<file path="src/hw/rtl/asw_pkg.sv">
`default_nettype none

package asw_pkg;

  // field widths
  localparam int RAW_W    = 16;
  localparam int GAIN_W   = 24;
  localparam int FACTOR_W = 17;
  localparam int VAL_W    = 20;
  localparam int CFG_W    = 24;
  localparam int CFG_IDX_W = 2;

  // register indexes
  localparam logic [CFG_IDX_W-1:0] REG_ZERO_OFFSET      = 2'd0;
  localparam logic [CFG_IDX_W-1:0] REG_COUNT_GAIN       = 2'd1;
  localparam logic [CFG_IDX_W-1:0] REG_SMOOTHING_FACTOR = 2'd2;

  // register reset values
  localparam logic [RAW_W-1:0]    OFFSET_RESET = 16'd0;
  localparam logic [GAIN_W-1:0]   GAIN_RESET   = 24'd1004544;
  localparam logic [FACTOR_W-1:0] FACTOR_RESET = 17'd6554;

  // unity weight in q1.16
  localparam logic [FACTOR_W-1:0] ONE_Q16 = 17'd65536;

  typedef logic signed [VAL_W-1:0] val_t;

  localparam val_t VAL_MAX = 20'sd524287;
  localparam val_t VAL_MIN = -20'sd524288;

  // clamp a 26-bit intermediate to the value range
  function automatic val_t sat_val(input logic signed [25:0] v);
    if (v > 26'sd524287) begin
      return VAL_MAX;
    end else if (v < -26'sd524288) begin
      return VAL_MIN;
    end else begin
      return v[VAL_W-1:0];
    end
  endfunction

endpackage

`default_nettype wire

</file>
<file path="src/hw/rtl/asw_ram.sv">
`default_nettype none

module asw_ram #(
  parameter int WIDTH = 20,
  parameter int DEPTH = 16
) (
  input  wire                      clk,
  input  wire                      we,
  input  wire [$clog2(DEPTH)-1:0]  waddr,
  input  wire [WIDTH-1:0]          wdata,
  input  wire [$clog2(DEPTH)-1:0]  raddr,
  output logic [WIDTH-1:0]         rdata
);

  logic [WIDTH-1:0] mem [DEPTH];

  always_ff @(posedge clk) begin
    if (we) begin
      mem[waddr] <= wdata;
    end
    rdata <= mem[raddr];
  end

endmodule

`default_nettype wire

</file>
<file path="src/hw/rtl/accel_smoothing_window_average_top.sv">
`default_nettype none
// a result beat is loaded at the end of the sum step, which waits while the result register is busy
// the single sequencer takes one item at a time (in_stall stays high until it is idle) and runs
//   two dependent multiplies with their rounding stages and the window ram write-back
// reset (rst, synchronous): registers to their defaults, window empty (reads as zero
//   until the write pointer has gone round once), smoothed value and sum cleared

module accel_smoothing_window_average_top #(
  parameter int WINDOW_LENGTH = 16
) (
  input  wire                                  clk,
  input  wire                                  rst,
  // sample channel
  input  wire                                  in_valid,
  output logic                                 in_stall,
  input  wire signed [asw_pkg::RAW_W-1:0]      raw_sample,
  // result channel
  output logic                                 out_valid,
  input  wire                                  out_stall,
  output logic signed [asw_pkg::VAL_W-1:0]     smoothed_accel,
  output logic signed [asw_pkg::VAL_W-1:0]     average_accel,
  // register write port
  input  wire                                  cfg_wr_en,
  input  wire [asw_pkg::CFG_IDX_W-1:0]         cfg_index,
  input  wire [asw_pkg::CFG_W-1:0]             cfg_data
);

  import asw_pkg::*;

  localparam int POS_W = $clog2(WINDOW_LENGTH);
  localparam int SUM_W = VAL_W + POS_W;
  localparam logic [POS_W-1:0] POS_LAST = POS_W'(WINDOW_LENGTH - 1);

  // sequencer codes
  localparam logic [2:0] S_IDLE   = 3'd0;
  localparam logic [2:0] S_MUL1   = 3'd1;
  localparam logic [2:0] S_ACC    = 3'd2;
  localparam logic [2:0] S_DIFF   = 3'd3;
  localparam logic [2:0] S_MUL2   = 3'd4;
  localparam logic [2:0] S_STEP   = 3'd5;
  localparam logic [2:0] S_SMOOTH = 3'd6;
  localparam logic [2:0] S_SUM    = 3'd7;

  logic [2:0] state;

  // configuration registers
  logic signed [RAW_W-1:0] zero_offset;
  logic [GAIN_W-1:0]       count_gain;
  logic [FACTOR_W-1:0]     smoothing_factor;

  // persistent state
  val_t                    smoothed_value;
  logic [POS_W-1:0]        write_position;
  logic                    full;
  logic signed [SUM_W-1:0] window_sum;

  // per-item working registers
  logic signed [RAW_W:0]   delta;
  logic signed [41:0]      gain_prod;
  val_t                    old_entry;
  val_t                    accel;
  logic signed [VAL_W:0]   diff;
  logic signed [38:0]      step_prod;
  logic signed [22:0]      step;
  val_t                    smoothed;

  // window ram
  logic                    ram_we;
  logic [VAL_W-1:0]        ram_rdata;

  logic in_acc;
  logic out_free;
  logic sum_go;

  assign in_stall = (state != S_IDLE);
  assign in_acc   = in_valid && !in_stall;
  assign out_free = !out_valid || !out_stall;
  // the last step only runs once the result register can take the beat
  assign sum_go   = (state == S_SUM) && out_free;
  assign ram_we   = sum_go;

  asw_ram #(
    .WIDTH (VAL_W),
    .DEPTH (WINDOW_LENGTH)
  ) u_window (
    .clk   (clk),
    .we    (ram_we),
    .waddr (write_position),
    .wdata (smoothed),
    .raddr (write_position),
    .rdata (ram_rdata)
  );

  // combinational pieces of the stages
  logic signed [41:0]      gain_round;
  logic signed [38:0]      step_round;
  logic signed [23:0]      smooth_wide;
  logic [FACTOR_W-1:0]     factor_lim;
  logic signed [SUM_W-1:0] window_sum_next;

  always_comb begin
    gain_round  = gain_prod + 42'sd32768;
    step_round  = step_prod + 39'sd32768;
    smooth_wide = {{4{smoothed_value[VAL_W-1]}}, smoothed_value} + {step[22], step};
    // weights above one behave as one
    factor_lim  = (smoothing_factor > ONE_Q16) ? ONE_Q16 : smoothing_factor;
    window_sum_next = window_sum
                    + SUM_W'(smoothed)
                    - SUM_W'(old_entry);
  end

  // configuration writes
  always_ff @(posedge clk) begin
    if (rst) begin
      zero_offset      <= OFFSET_RESET;
      count_gain       <= GAIN_RESET;
      smoothing_factor <= FACTOR_RESET;
    end else if (cfg_wr_en) begin
      case (cfg_index)
        REG_ZERO_OFFSET:      zero_offset      <= cfg_data[RAW_W-1:0];
        REG_COUNT_GAIN:       count_gain       <= cfg_data[GAIN_W-1:0];
        REG_SMOOTHING_FACTOR: smoothing_factor <= cfg_data[FACTOR_W-1:0];
        default: ;  // unknown index, ignored
      endcase
    end
  end

  // sequencer and state
  always_ff @(posedge clk) begin
    if (rst) begin
      state          <= S_IDLE;
      smoothed_value <= '0;
      write_position <= '0;
      full           <= 1'b0;
      window_sum     <= '0;
      out_valid      <= 1'b0;
    end else begin
      // a beat taken in the same cycle as a new one is loaded keeps valid high
      if (out_valid && !out_stall && !sum_go) begin
        out_valid <= 1'b0;
      end
      case (state)
        S_IDLE: begin
          if (in_acc) begin
            state <= S_MUL1;
          end
        end
        S_MUL1:   state <= S_ACC;
        S_ACC:    state <= S_DIFF;
        S_DIFF:   state <= S_MUL2;
        S_MUL2:   state <= S_STEP;
        S_STEP:   state <= S_SMOOTH;
        S_SMOOTH: state <= S_SUM;
        S_SUM: begin
          if (sum_go) begin
            state          <= S_IDLE;
            smoothed_value <= smoothed;
            window_sum     <= window_sum_next;
            write_position <= write_position + 1'b1;
            if (write_position == POS_LAST) begin
              full <= 1'b1;
            end
            out_valid      <= 1'b1;
          end
        end
        default: state <= S_IDLE;
      endcase
    end
  end

  // datapath registers
  always_ff @(posedge clk) begin
    if (in_acc) begin
      delta <= {raw_sample[RAW_W-1], raw_sample} - {zero_offset[RAW_W-1], zero_offset};
    end
    case (state)
      S_MUL1: begin
        gain_prod <= 42'(delta * $signed({1'b0, count_gain}));
        // entry not yet written since reset reads as zero
        old_entry <= full ? val_t'(ram_rdata) : '0;
      end
      S_ACC:    accel <= sat_val(gain_round[41:16]);
      S_DIFF:   diff  <= {accel[VAL_W-1], accel} - {smoothed_value[VAL_W-1], smoothed_value};
      S_MUL2:   step_prod <= 39'($signed({1'b0, factor_lim}) * diff);
      S_STEP:   step  <= step_round[38:16];
      S_SMOOTH: smoothed <= sat_val({{2{smooth_wide[23]}}, smooth_wide});
      S_SUM: begin
        if (sum_go) begin
          smoothed_accel <= smoothed;
          // mean over a power-of-two window is an arithmetic shift
          average_accel  <= window_sum_next[SUM_W-1:POS_W];
        end
      end
      default: ;
    endcase
  end

  // checks
  a_old_zero_until_full: assert property (@(posedge clk) disable iff (rst)
    (state == S_ACC && !full) |-> (old_entry == '0))
    else $error("window entry not read as zero before first wrap");

  a_full_on_wrap: assert property (@(posedge clk) disable iff (rst)
    $rose(full) |-> (write_position == '0) && ($past(write_position) == POS_LAST))
    else $error("window marked full away from the wrap");

  a_result_after_sum: assert property (@(posedge clk) disable iff (rst)
    sum_go |=> out_valid && (state == S_IDLE) && (smoothed_accel == smoothed_value))
    else $error("result beat not loaded at end of item");

  a_sum_waits: assert property (@(posedge clk) disable iff (rst)
    (state == S_SUM && !out_free) |=> (state == S_SUM) && $stable(window_sum))
    else $error("window sum moved while result register busy");

endmodule

`default_nettype wire

</file>
<file path="config.mk">
export PLATFORM = sky130hd
export DESIGN_NAME = accel_smoothing_window_average_top
export DESIGN_NICKNAME = d
export VERILOG_FILES = /design/src/hw/rtl/asw_pkg.sv /design/src/hw/rtl/asw_ram.sv /design/src/hw/rtl/accel_smoothing_window_average_top.sv
export SDC_FILE = /design/constraint.sdc
export NUM_CORES = 2
export LEC_CHECK = 0
export ABC_AREA = 0
export ABC_CLOCK_PERIOD_IN_PS = 6700
export BUFFER_PORTS_ARGS = -buffer_cell sky130_fd_sc_hd__buf_2
export CAP_MARGIN = 20
export CORE_MARGIN = 4
export CORE_UTILIZATION = 30
export DETAILED_ROUTE_END_ITERATION = 8
export PLACE_DENSITY = 0.51
export SLEW_MARGIN = 20
export SYNTH_ARGS = -nofsm -noshare
export SYNTH_HDL_FRONTEND = slang
export SYNTH_SLANG_ARGS = --single-unit
</file>
<file path="constraint.sdc">
create_clock -name clk -period 6.7 [get_ports clk]
set_input_delay 0 -clock clk [delete_from_list [all_inputs] [get_ports clk]]
set_output_delay 0 -clock clk [all_outputs]
set_load 0.01 [all_outputs]
</file>
==> results.md <==
- The run finished, with violations left.
- The final reports fail on negative setup slack.
- A synthesized cell averages 11.1 um^2.
- The tightest min-delay check is of the input pin to register type.
- The clock tree synthesis step divided the H-tree into 3 levels.
- After floorplanning, the core was sized to cover 179,000 um^2.
- The actual transition at the worst max-transition pin is 1.00 ns.
- For this run, the leading register cell type out of synthesis is sky130_fd_sc_hd__edfxtp_1.
- In this run the worst path has a maximum fanout of 7.
- The number of nets in the final layout is 6,261.
- The fraction of synthesized cell area taken by the top area cell type is 0.296.
- The weighted congestion reported at the end of routability-driven placement is 0.834.
- The maximum clock path buffer count is 3.
- The initial core utilization is 0.302.
- Of the total power, the clock network draws 0.166.
- The number of cells produced by synthesis is 4,846.
- In the post-synthesis netlist, the cell with the most instances is sky130_fd_sc_hd__inv_1.
- The number of global-route vias before repair is 37.4k.
- The share of post-route cells with drive strength above 1 is 0.148.
- The biggest area consumer among synthesized cells is sky130_fd_sc_hd__edfxtp_1.
- The number of top-level pins is 89.
- The detailed router finished its first iteration with 1,623 violations.
- The floorplan step defined a die boundary enclosing 187,000 um^2.
- In the global route stage, overall resource usage came out at 0.150.
- The number of warnings printed during yosys synthesis is 0.
- The worst-case setup margin in the final layout is -0.101 ns.
- STA classifies the critical path endpoint as a register.
- The part of the power in registers is 0.222.
- The routed via count is 34.3k.
- The clock drives 662 sinks.
- Summing every instance area after synthesis gives 54,000 um^2.
- The net switching power is 9.84 mW.
- Summed over all failing endpoints, the final setup total negative slack is -0.334 ns.
- The largest single stage delay on the critical path is 0.58 ns.
- Counting flops and latches in the post-synthesis netlist gives 662.
- Of the total power, the share spent switching nets is 0.395.
- In this run the remaining antenna-violating nets after routing total 0.
- The critical path data required time is 7.10 ns.
- For this run, the share of the core covered by cells in the final layout is 0.351.
- The pin count of the biggest net entering global routing is 59.
- The worst setup path is launched from a register.
- The routed design could run at a clock period as short as 6.80 ns.
- The number of failing setup endpoints in the final timing report is 6.
- The average detailed-routed wire length per instance is 18.1 um.
- Of the total power, combinational logic draws 0.613.
- The type of the worst setup path is register to register.
- TritonCTS built the clock tree.
- The count of different cell masters after synthesis is 86.
- The max-slew violation count is 0.
- The area growth from synthesis to layout is 16.1%.
- The buffer type at the clock tree root is sky130_fd_sc_hd__clkbuf_16.
- Synthesis produced a netlist with a net count of 5,921.
- The worst max-slew margin expressed relative to the limit is 0.330.
- Data on the critical path arrives at its endpoint at 7.20 ns.
- The final-report hold violation count was 0.
- Dividing the final minimum period by the clock period gives 1.02.
- On the critical path, the stage with the largest delay is an instance of sky130_fd_sc_hd__fa_2.
- The worst clock skew on the final layout is 0.0421 ns.
- In the post-synthesis netlist, the biggest area contributors are sky130_fd_sc_hd__edfxtp_1 30%, sky130_fd_sc_hd__fa_1 26%, sky130_fd_sc_hd__ha_1 7.4%.
- The total wirelength of the detailed-routed design is 138,000 um.
- Static timing analysis puts the maximum clock frequency at 147 MHz.
- The later-pin clock latency in the skew report is 0.67 ns.
- The number of antenna violations at the first check in global routing is 9.
- The static leakage is 26.7 nW.
- The total clock buffers created by CTS is 75.
- The number of max-cap violations is 0.
- Total power for the finished layout comes to 24.9 mW.
- The commonest cells after synthesis are 922 x sky130_fd_sc_hd__inv_1, 708 x sky130_fd_sc_hd__fa_1, 655 x sky130_fd_sc_hd__nand2_1.
- The ratio of routed vias to standard cells is 4.52.
- The most numerous cell type found on the critical path is sky130_fd_sc_hd__fa_1.
- The sequential element share of the synthesized area is 0.344.
- The clock-pin slew on the worst setup and hold paths is 0.06 ns.
- In the routed design, unresolved DRC markers number 0.
- The worst-case IR drop observed on VDD is 0.497 mV.
- The fraction of registers with async set or reset after synthesis is 0.
- In this run, synthesis inferred 532 flip-flops with an integrated enable.
- The first global-routing pass estimated 219,000 um of wire.
- The iteration count of the initial detailed-routing pass is 5.
- The number of standard-cell rows in the floorplan is 155.
- The design internal power is 15.1 mW.
- Dividing total power by cell area gives a power density of 398 nW/um^2.
- The die is 432 um wide.
- Setup repair after global routing could not meet its margin everywhere.
- The total overflow left after global routing is 0.
- The die outline height is 432 um.
- The wire-length estimate of the detail-placed layout is 110,000 um.
- In this run the tool buffered the top-level ports with 88 buffer cells.
==> cell usage in the layout, fill, tap and decap left out, types with 115 or more instances in the layout <==
cell,instances
sky130_fd_sc_hd__edfxtp_1,532
sky130_fd_sc_hd__dfxtp_1,115
sky130_fd_sc_hd__fa_1,696
sky130_fd_sc_hd__buf_4,302
sky130_fd_sc_hd__nand2_1,651
sky130_fd_sc_hd__xnor2_1,119
sky130_fd_sc_hd__and2_1,363
sky130_fd_sc_hd__inv_1,912
sky130_fd_sc_hd__ha_1,315
sky130_fd_sc_hd__a21oi_1,155
==> critical path: cells and delay by family, from the launching register on <==
kind / cells / cell delay, ns
fa+ha+maj: 7 / 3.31
buf+inv: 7 / 0.67
compound gates: 9 / 1.58
xor+xnor: 1 / 0.07
flops: 1 / 0.34
simple gates: 4 / 0.55
==> path summary, 6_finish.rpt <==
path / start / to / slack (ns) / depth (start not counted)
setup / recovery: smoothing_factor[14]$_SDFFE_PP0P_ / step_prod[37]$_DFFE_PP_ / -0.10 / 28
hold reg to reg: window_sum[2]$_SDFFE_PP0P_ / window_sum[2]$_SDFFE_PP0P_ / 0.45 / 2
setup reg to reg: smoothing_factor[14]$_SDFFE_PP0P_ / step_prod[37]$_DFFE_PP_ / -0.10 / 28
hold / removal: raw_sample[12] / delta[13]$_DFFE_PP_ / 0.04 / 4
==> per-stage QoR <==
stage | instance area [um^2] | setup WS [ns] | hold WS [ns] | std cells
after global placement | 59100 | -0.369 | 0.280 | 7395
final | 62700 | -0.101 | 0.0416 | 7606
after global routing | 62700 | -0.385 | 0.0516 | 7604
after CTS | 62300 | -0.264 | 0.0196 | 7597
after detailed placement | 59100 | -0.433 | 0.266 | 7395
after floorplan | 54000 | 0.0126 | 0.121 | 4846
==> layer usage <==
| layer | track usage | part of all wire | vias up |
|---|---|---|---|
| li1 | - | - | 16100 |
| met1 | 0.195 | 0.44 | 17600 |
| met2 | 0.267 | 0.50 | 486 |
| met3 | 0.0165 | 0.030 | 128 |
| met4 | 0.0355 | 0.021 | 4 |
| met5 | 0 | 0.00019 | - |
==> state kept, by name (all words and copies together) (netlist names) <==
register          count
smoothed             20
average_accel        20
accel                20
delta                17
state                 3
out_valid             1
smoothed_value       20
smoothed_accel       20
write_position        4
window_sum           24
step_prod            24
u_window.rdata       20
count_gain           24
diff                 21
gain_prod            27
full                  1
zero_offset          16
smoothing_factor     17
old_entry            20
step                 23
u_window.mem        320
==> power groups by stage <==
stage	Clock (mW)	Combinational (mW)	Sequential [mW]
2_1_floorplan	0	9.72	5.54
3_3_place_gp	0	14.3	5.62
3_5_place_dp	0	14.4	5.62
4_1_cts	4.25	14.7	5.53
5_1_grt	4.41	17.6	5.55
6_report	4.13	15.3	5.53
==> logic make-up (layout without fill, tap and decap cells) <==
family / after synthesis / count (layout) / share of synthesized area
and+or+nand+nor: 1368 / 1368 / 0.123
buffers and inverters: 1117 / 1520 / 0.0781
adders and majority gates: 1028 / 1028 / 0.337
DFF: 662 / 662 / 0.344
AOI/OAI and AO/OA: 404 / 404 / 0.0487
xor gates and xnor gates: 166 / 166 / 0.0272
muxes: 101 / 101 / 0.0419
other: 0 / 2 / 0
==> what timing repair did <==
| item | 4_1_cts | 5_1_grt |
|---|---|---|
| hold buffers | 50 | 0 |
| endpoints found under the setup margin | 15 | 20 |
| endpoints found under the hold margin | 81 | 0 |
| buffers inserted | 13 | 7 |
| gates resized for setup | 45 | 68 |
| pin swaps | 32 | 44 |
==> cell type report <==
type | count | area [um^2]
Antenna cell | 2 | 5.00
Clock buffer | 91 | 1970
Clock inverter | 49 | 524
Fill cell | 17700 | 116000
Inverter | 923 | 3470
Multi-Input combinational cell | 3067 | 31600
Sequential cell | 662 | 18600
Tap cell | 2355 | 2950
Timing Repair Buffer | 457 | 3510
No activity file was read; power rests on OpenSTA's default activity.
